### src/rtl/cau_pkg.sv
// Shared types and constants for the complex arithmetic unit.
`timescale 1ns / 1ps

package cau_pkg;

    localparam int CAU_WORD_BITS     = 32;
    localparam int CAU_FRACTION_BITS = 16;

    typedef enum logic [2:0] {
        CMD_ADD = 3'd0,
        CMD_SUB = 3'd1,
        CMD_MUL = 3'd2,
        CMD_DIV = 3'd3,
        CMD_MAG = 3'd4,
        CMD_NEG = 3'd5,
        CMD_INC = 3'd6,
        CMD_DEC = 3'd7
    } cmd_t;

    // per-request control travelling alongside the datapath lanes
    typedef struct packed {
        logic valid;
        cmd_t cmd;
        logic re_neg;
        logic im_neg;
        logic zdiv;
        logic ovf_re;
        logic ovf_im;
    } ctrl_t;

endpackage

### src/rtl/cau_cell.sv
// One cell of the divide / square-root chain: resolves one result bit.
`timescale 1ns / 1ps

module cau_cell
    import cau_pkg::*;
#(
    parameter int WORD_BITS = CAU_WORD_BITS,
    parameter int STEP      = 0
)
(
    input  logic                   clk,
    input  logic                   rst_n,
    input  ctrl_t                  ctrl_i,
    input  logic [3*WORD_BITS+1:0] rem_re_i,
    input  logic [3*WORD_BITS+1:0] rem_im_i,
    input  logic [2*WORD_BITS:0]   den_i,
    input  logic [WORD_BITS-1:0]   q_re_i,
    input  logic [WORD_BITS-1:0]   q_im_i,
    output ctrl_t                  ctrl_o,
    output logic [3*WORD_BITS+1:0] rem_re_o,
    output logic [3*WORD_BITS+1:0] rem_im_o,
    output logic [2*WORD_BITS:0]   den_o,
    output logic [WORD_BITS-1:0]   q_re_o,
    output logic [WORD_BITS-1:0]   q_im_o
);

    localparam int W  = WORD_BITS;
    localparam int RW = 3 * W + 2;
    localparam int DW = 2 * W + 1;

    ctrl_t         ctrl_reg;
    logic [RW-1:0] rem_re_reg, rem_im_reg, rem_re_next, rem_im_next;
    logic [DW-1:0] den_reg;
    logic [W-1:0]  q_re_reg, q_im_reg, q_re_next, q_im_next;
    logic [RW-1:0] tr_re, tr_im;
    logic          take_re, take_im;

    always_comb
    begin
        // square root: (2r + 2^k) * 2^k added to r^2 when this bit is set
        if (ctrl_i.cmd == CMD_MAG)
            tr_re = (RW'(q_re_i) << (STEP + 1)) | (RW'(1) << (2 * STEP));
        else
            tr_re = RW'(den_i) << STEP;
        tr_im   = RW'(den_i) << STEP;
        take_re = ((ctrl_i.cmd == CMD_DIV) || (ctrl_i.cmd == CMD_MAG)) && (rem_re_i >= tr_re);
        take_im = (ctrl_i.cmd == CMD_DIV) && (rem_im_i >= tr_im);
        rem_re_next = take_re ? (rem_re_i - tr_re) : rem_re_i;
        rem_im_next = take_im ? (rem_im_i - tr_im) : rem_im_i;
        q_re_next   = q_re_i | (take_re ? (W'(1) << STEP) : '0);
        q_im_next   = q_im_i | (take_im ? (W'(1) << STEP) : '0);
    end

    always_ff @(posedge clk or negedge rst_n)
    begin
        if (!rst_n)
            ctrl_reg <= '0;
        else
            ctrl_reg <= ctrl_i;
    end

    always_ff @(posedge clk)
    begin
        rem_re_reg <= rem_re_next;
        rem_im_reg <= rem_im_next;
        den_reg    <= den_i;
        q_re_reg   <= q_re_next;
        q_im_reg   <= q_im_next;
    end

    assign ctrl_o   = ctrl_reg;
    assign rem_re_o = rem_re_reg;
    assign rem_im_o = rem_im_reg;
    assign den_o    = den_reg;
    assign q_re_o   = q_re_reg;
    assign q_im_o   = q_im_reg;

endmodule
### config.mk
export PLATFORM = sky130hd
export DESIGN_NAME = cau_cell
export DESIGN_NICKNAME = d
export VERILOG_FILES = /design/src/rtl/cau_pkg.sv /design/src/rtl/cau_cell.sv
export SDC_FILE = /design/constraint.sdc
export NUM_CORES = 1
export LEC_CHECK = 0
export BUFFER_PORTS_ARGS = -buffer_cell sky130_fd_sc_hd__buf_2
export CORE_AREA = 2 2 263 265
export DETAILED_ROUTE_END_ITERATION = 10
export DIE_AREA = 0 0 265 267
export HOLD_SLACK_MARGIN = 0.05
export SYNTH_ARGS = -nofsm -noshare
export SYNTH_HDL_FRONTEND = slang
export SYNTH_SLANG_ARGS = --single-unit
### constraint.sdc
create_clock -name clk -period 0.8 [get_ports clk]
set_clock_uncertainty 0.2 [all_clocks]
set_input_delay 0 -clock clk [delete_from_list [all_inputs] [get_ports clk]]
set_output_delay 0 -clock clk [all_outputs]
set_load 0.005 [all_outputs]
==> flow_metrics.env, run 1 <==
export IMPL_status="complete, but fails checks"
export IMPL_violations="negative hold slack, negative setup slack"
export IMPL_cts_max_level=2
export IMPL_dp_hpwl_um=79680
export IMPL_cp_cell_sequence="buf_6 > nor2_4 > and2_4 > buf_6 > a21oi_2 > ha_1 > buf_6 > nand4_1 > nor4_4 > nand4_1 > buf_6 > nor4_4 > nor2_2 > nand2_2 > o31ai_4 > or4b_4 > or3_4 > xnor2_1"
export IMPL_synth_warnings=0
export IMPL_clock_fmax_mhz=279.9
export IMPL_start_util=0.2804
export IMPL_hp_class="in -> reg"
export IMPL_gr_total_overflow=0
export IMPL_finish_net_count=4667
export IMPL_clockBufferDepth=3
export IMPL_routedWlPerCell_um=20.50
export IMPL_whs_ns=-0.6252
export IMPL_power_share_sequential=0.300
export IMPL_synth_distinct_cells=92
export IMPL_power_density_nw_per_um2=1593
export IMPL_vias=25140
export IMPL_power_leakage_nw=18.11
export IMPL_min_to="den_o[64]"
export IMPL_grt_pass1_vias=24500
export IMPL_setup_worst_path_end_class="flip-flop"
export IMPL_cp_required_ns=1.06
export IMPL_coreArea_um2=67990
export IMPL_p_clk_frac=0.329
export IMPL_swShare=0.3200
export IMPL_root_buffer="clkbuf_16"
export IMPL_synthTopCellsByArea="dfxtp_1 (34%), ha_1 (8.5%), nand2_1 (5.9%)"
export IMPL_async_flop_share=0.02695
export IMPL_synth_top_flop_cell="dfxtp_1"
export IMPL_cts_tree="yes"
export IMPL_arrival_ns=3.84
export IMPL_setup_slack_ns=-2.772
export IMPL_syn2layout_area_growth_pct=100.6
export IMPL_drv_cap=0
export IMPL_io_pins=670
export IMPL_n_fill_cell=5973
export IMPL_p_sw_w=0.01948
export IMPL_synth_edf_count=0
export IMPL_synth_seq_cells=334
export IMPL_combPwrFrac=0.370
export IMPL_syn_num_nets=2818
export IMPL_cpPeakStageDelay_ns=0.54
export IMPL_yosys_area_top_type="dfxtp_1"
export IMPL_rsz0062_at_grt="yes"
export IMPL_rows=96
export IMPL_hold_viol=139
export IMPL_slew_headroom=0.4981
export IMPL_ant_nets=0
export IMPL_clkTransAtPathRegs_ns=0.07
export IMPL_dieArea_um2=70760
export IMPL_holdCritStartpoint="den_i[64]"
export IMPL_drcViolationCount=0
export IMPL_seq_area_frac_synth=0.3532
export IMPL_cp_start_kind="input port"
export IMPL_drive_gt1_frac=0.4910
export IMPL_cts_buffers=40
export IMPL_drt_wl_total_um=105100
export IMPL_cp_slowest_cell="or4b_4"
export IMPL_tns_ns=-637.76
export IMPL_syn_inst=2350
export IMPL_grt_max_degree=32
export IMPL_worst_path_most_repeated_cell="buf_6"
export IMPL_intPower_w=0.04141
export IMPL_firstDrtPassIters=5
export IMPL_final_max_slew_viol_count=0
export IMPL_critPathKind="in -> reg"
export IMPL_place_congestion=0.9689
export IMPL_grt_pass1_wl_um=144900
export IMPL_peakVddDrop_mv=1.513
export IMPL_fin_crit_ns=3.572
export IMPL_tightest_slew_ns=0.7449
export IMPL_pre_cts_slack_ns=-3.903
export IMPL_cts_sinks=334
export IMPL_routed_via_density=4.901
export IMPL_die_w_um=265
export IMPL_numPortBuffers=669
export IMPL_synth_top_area_frac=0.3413
export IMPL_final_period_utilization=4.465
export IMPL_syn_area_per_cell_um2=8.111
export IMPL_drt_initial_drc_count=1481
export IMPL_critical_path_max_fanout=6
export IMPL_antenna_found_initial=28
export IMPL_finalSetupViolations=533
export IMPL_track_usage=0.2688
export IMPL_synth_area_um2=19060
export IMPL_whs_path_depth=1
export IMPL_die_h_um=267
==> sequential cells by signal (all words and copies together) (netlist names) <==
signal	cells
den_o	65
q_im_o	32
ctrl_o	9
q_re_o	32
rem_im_o	98
rem_re_o	98
==> timing repair <==
item / CTS / global route
buffers inserted: 25 / 66
setup endpoints to repair: 532 / 532
hold buffers: 319 / 88
resized for setup: 113 / 354
pin swaps: 53 / 153
cloned: 10 / 11
hold endpoints to repair: 343 / 257
==> how the worst max path moves through the flow <==
stage | to | slack, ns | start
after floorplan | rem_re_o[59] | -2.56 | ctrl_i[5]
after global placement | rem_re_o[95] | -3.91 | ctrl_i[5]
after detailed placement | rem_re_o[95] | -3.90 | ctrl_i[5]
after CTS | rem_re_o[95] | -2.68 | ctrl_i[5]
after global routing | rem_im_o[68] | -2.83 | den_i[4]
final | rem_re_o[95] | -2.77 | ctrl_i[5]
==> through the flow <==
| stage | hold WS, ns | power, W | cells | utilization | area, um2 |
|---|---|---|---|---|---|
| after floorplan | -0.4956 | 0.02692 | 2350 | - | 19990 |
| after global placement | -0.3411 | 0.03680 | 4606 | 0.4398 | 29900 |
| after detailed placement | -0.3389 | 0.03676 | 4606 | 0.4398 | 29900 |
| after CTS | -0.6686 | 0.05888 | 5031 | 0.5229 | 35550 |
| after global routing | -0.6555 | 0.06350 | 5123 | 0.5621 | 38210 |
| final | -0.6252 | 0.06089 | 5129 | 0.5623 | 38230 |
==> final cells by class <==
| class | instances | area, um2 | share of cell area |
|---|---|---|---|
| antenna | 17 | 42.54 | 0.001113 |
| clock buffer | 52 | 1190 | 0.03113 |
| clock inverter | 21 | 256.5 | 0.006710 |
| inverter | 117 | 490.5 | 0.01283 |
| multi-input combinational | 1785 | 13950 | 0.3649 |
| sequential | 334 | 6731 | 0.1761 |
| tap | 882 | 1104 | 0.02887 |
| timing repair buffer | 1921 | 14460 | 0.3784 |
==> layout by cell type, fill, tap and decap left out, types with 12 or more instances in the layout <==
| master | Yosys | final |
|---|---|---|
| o21a_1 | 20 | 19 |
| ha_1 | 130 | 69 |
| or2_2 | 18 | 13 |
| dfxtp_1 | 325 | 325 |
| buf_6 | 3 | 42 |
| xor2_1 | 85 | 79 |
| a21oi_1 | 205 | 164 |
| o21ai_0 | 88 | 72 |
| nand2_2 | 1 | 28 |
| o21ai_2 | 1 | 34 |
| xnor2_1 | 100 | 89 |
| buf_4 | 16 | 837 |
| nor2_2 | 0 | 14 |
| inv_2 | 1 | 12 |
| nand2b_1 | 23 | 22 |
| buf_12 | 0 | 21 |
| o21ai_1 | 132 | 109 |
| nand2_1 | 299 | 256 |
| nor2_1 | 158 | 138 |
| nand2_4 | 0 | 16 |
| nor4_1 | 23 | 14 |
| nor3_1 | 60 | 42 |
| inv_1 | 116 | 95 |
| a31oi_1 | 17 | 12 |
| buf_2 | 24 | 663 |
| ha_4 | 0 | 58 |
| nand3_1 | 31 | 24 |
| a21oi_2 | 2 | 32 |
| nand4_1 | 61 | 61 |
| or4_1 | 21 | 15 |
| dlygate4sd3_1 | 0 | 326 |
| clkbuf_16 | 0 | 52 |
| nor3_2 | 6 | 14 |
| o21bai_1 | 34 | 33 |
| diode_2 | 0 | 17 |
| or3_1 | 20 | 18 |
| a21o_1 | 54 | 54 |
==> Yosys cell counts (6+ instances only) <==
cell type / instances
nand2b_1: 23
o211ai_1: 9
or4_1: 21
nor4_2: 8
dfrtp_1: 9
or3_1: 20
o21ai_1: 132
a211o_1: 8
nor4_1: 23
nand3b_1: 8
a221o_1: 6
nor2b_1: 14
dfxtp_1: 325
a21boi_0: 6
a221oi_1: 6
buf_4: 16
a31oi_1: 17
or2_2: 18
o21bai_1: 34
xor2_1: 85
o31ai_1: 13
buf_2: 24
a21oi_1: 205
a21o_1: 54
nor3_1: 60
ha_1: 130
o21a_1: 20
nor3b_1: 6
and2_1: 11
a211oi_1: 9
nand4_1: 61
inv_1: 116
nor3_2: 6
nor2_1: 158
and4_1: 7
and3_1: 11
nand2_1: 299
nand3_1: 31
clkbuf_1: 71
xnor2_1: 100
o21ai_0: 88
==> worst max-delay path, delay by kind of cell <==
kind | cells | cell delay (ns)
compound gates | 2 | 0.13
xor+xnor | 1 | 0.13
fa+ha+maj | 1 | 0.30
buf+inv | 4 | 0.52
simple gates | 10 | 2.72
==> cell families (layout without fill, tap and decap cells) <==
group | Yosys count | in the layout | share of synthesized area
compound gates | 657 | 658 | 0.2100
xor+xnor | 185 | 185 | 0.08501
fa+ha+maj | 132 | 132 | 0.08744
buf+inv | 232 | 2111 | 0.05160
flops | 334 | 334 | 0.3532
mux | 5 | 5 | 0.002888
other cells | 0 | 17 | 0
simple gates | 805 | 805 | 0.2099
==> routing by layer <==
metal | global-route usage | share of wire | up-vias
met5 | 0 | 0.00032 | -
li1 | - | - | 12030
met2 | 0.4553 | 0.48 | 951
met3 | 0.05692 | 0.074 | 264
met1 | 0.3299 | 0.40 | 11890
met4 | 0.1131 | 0.047 | 6
==> power groups by stage <==
stage                     Clock [W]  Combinational (W)  Sequential (W)
final                        0.0200             0.0226          0.0183
after global routing         0.0211             0.0240          0.0184
after CTS                    0.0204             0.0202          0.0183
after detailed placement          0             0.0181          0.0186
after global placement            0             0.0182          0.0186
after floorplan                   0            0.00813          0.0188
No activity file was read; power rests on OpenSTA's default activity.
==> run 2, diff against run 1 <==
Settings changed: MAX_ROUTING_LAYER set to met4.
==> run 2 against run 1 <==
The run still ends with negative hold slack, negative setup slack left. Die area unchanged. Sequential power about the same. Total power up 0.41%. Critical endpoint is now rem_re_o[76]. Maximum frequency up 4.7%.
==> flow_metrics.env, run 2 (synthesized netlist as in run 1, its figures left out) <==
export IMPL_die_w_um=265
export IMPL_dp_cells=4636
export IMPL_drcViolationCount=0
export IMPL_slew_headroom=0.5632
export IMPL_cp_start_kind="input port"
export IMPL_tightest_slew_ns=0.6483
export IMPL_multiInputGateArea_um2=14630
export IMPL_finish_net_count=4711
export IMPL_final_common_cell="buf_4"
export IMPL_io_pins=670
export IMPL_p_sw_w=0.01985
export IMPL_clkTransAtPathRegs_ns=0.06
export IMPL_intPower_w=0.04129
export IMPL_crit_cells=20
export IMPL_clock_fmax_mhz=293.2
export IMPL_cp_required_ns=1.06
export IMPL_power_density_nw_per_um2=1549
export IMPL_final_cell_mix="buf_4 (858), buf_2 (650), dfxtp_1 (325), dlygate4sd3_1 (322), nand2_1 (217)"
export IMPL_grt_busiest_layer="met2"
export IMPL_cpPeakStageDelay_ns=0.39
export IMPL_grt_pass1_wl_um=146600
export IMPL_whs_path_depth=1
export IMPL_status="complete, but fails checks"
export IMPL_finalSetupViolations=532
export IMPL_grt_pass1_vias=24310
export IMPL_cp_slowest_cell="a221o_1"
export IMPL_hold_viol=150
export IMPL_crit_start="ctrl_i[6]"
export IMPL_cts_buffers=40
export IMPL_setup_slack_ns=-2.611
export IMPL_gr_total_overflow=0
export IMPL_power_total_w=0.06114
export IMPL_fin_crit_ns=3.411
export IMPL_combPwrFrac=0.386
export IMPL_die_h_um=267
export IMPL_firstDrtPassIters=7
export IMPL_drive_gt1_frac=0.5266
export IMPL_critPathKind="in -> reg"
export IMPL_hp_class="in -> reg"
export IMPL_drt_initial_drc_count=1515
export IMPL_track_usage=0.2792
export IMPL_rows=96
export IMPL_violations="negative hold slack, negative setup slack"
export IMPL_place_congestion=0.9643
export IMPL_seq_area_um2=6731
export IMPL_final_cells=5171
export IMPL_grt_max_degree=40
export IMPL_dp_hpwl_um=80590
export IMPL_grt_util_met1=0.3489
export IMPL_numPortBuffers=669
export IMPL_n_fill_cell=5878
export IMPL_drv_cap=0
export IMPL_cp_top_family="compound AO/OA/AOI/OAI gates"
export IMPL_antenna_found_initial=22
export IMPL_critical_path_max_fanout=7
export IMPL_root_buffer="clkbuf_16"
export IMPL_clockBufferDepth=3
export IMPL_syn2layout_area_growth_pct=107.0
export IMPL_cts_tree="yes"
export IMPL_cts_sinks=334
export IMPL_p_clk_frac=0.314
export IMPL_cp_num_buf_inv=5
export IMPL_rsz0062_at_grt="yes"
export IMPL_holdCritStartpoint="den_i[4]"
export IMPL_peakVddDrop_mv=1.316
export IMPL_drt_wl_total_um=107300
export IMPL_routedWlPerCell_um=20.74
export IMPL_vias=25390
export IMPL_coreArea_um2=67990
export IMPL_worst_path_most_repeated_cell="buf_6"
export IMPL_start_util=0.2804
export IMPL_setup_worst_path_end_class="flip-flop"
export IMPL_whs_ns=-0.6572
export IMPL_cp_cell_sequence="buf_8 > nor2_4 > and2_4 > buf_12 > buf_6 > nor2_4 > a21oi_2 > ha_1 > a21oi_2 > o21ai_2 > a221o_1 > a211o_1 > nor4_4 > nor4_4 > o31ai_4 > buf_6 > buf_6 > nand3b_1 > nor3b_2 > xor2_1"
export IMPL_swShare=0.3246
export IMPL_routed_via_density=4.911
export IMPL_cts_max_level=2
export IMPL_power_share_sequential=0.300
export IMPL_ant_nets=0
export IMPL_globalRouteMet3Util=0.03847
export IMPL_arrival_ns=3.67
export IMPL_grtUsageMet2=0.4627
export IMPL_dieArea_um2=70760
export IMPL_final_period_utilization=4.263
export IMPL_tns_ns=-613.92
export IMPL_power_leakage_nw=18.49
export IMPL_fin_util=0.5804
export IMPL_final_max_slew_viol_count=0
run 2: cell count changes in the layout (fill, tap and decap cells not counted), moves of 21 or more:
cell     delta
nand2_1    -39
o21ai_2    +39
o21ai_1    -34
nand2_2    +24
buf_4      +21
buf_6      +21
run 2: area by class of cell:
class	count	area share
timing repair buffer	1965	0.3825
multi-input combinational	1785	0.3708
sequential	334	0.1706
clock buffer	51	0.02848
tap	882	0.02797
inverter	117	0.01278
clock inverter	19	0.005835
antenna	18	0.001142
run 2: what timing repair did:
action | 4_1_cts | 5_1_grt
hold buffers | 314 | 76
setup endpoints to repair | 532 | 532
setup buffers | 9 | 100
pin swaps | 15 | 255
endpoints found under the hold margin | 343 | 255
gates resized for setup | 72 | 625
gates cloned | 9 | 19
run 2: power groups by stage:
stage | clock network (W) | logic (W) | registers, W
4_1_cts | 0.0195 | 0.0200 | 0.0183
3_5_place_dp | 0 | 0.0182 | 0.0187
2_1_floorplan | 0 | 0.00813 | 0.0188
6_report | 0.0192 | 0.0236 | 0.0183
3_3_place_gp | 0 | 0.0183 | 0.0187
5_1_grt | 0.0201 | 0.0251 | 0.0184
run 2: per-layer routing:
| metal | vias up | routed length (um) |
|---|---|---|
| met5 | - | 0 |
| met3 | 242 | 5918 |
| li1 | 12130 | - |
| met4 | 0 | 4768 |
| met1 | 12160 | 45310 |
| met2 | 856 | 51270 |
run 2: through the flow:
step | setup WS [ns] | instance area (um2)
after floorplan | -2.559 | 19990
after global placement | -3.349 | 30130
after detailed placement | -3.360 | 30130
after CTS | -2.536 | 35260
after global routing | -2.705 | 39460
final | -2.611 | 39460
run 2: worst paths after layout:
| kind | to | slack (ns) |
|---|---|---|
| max | rem_re_o[76] | -2.61 |
| min | den_o[4] | -0.66 |
| max in group asynchronous | ctrl_o[8] | 0.07 |
| min in group asynchronous | ctrl_o[7] | 0.15 |
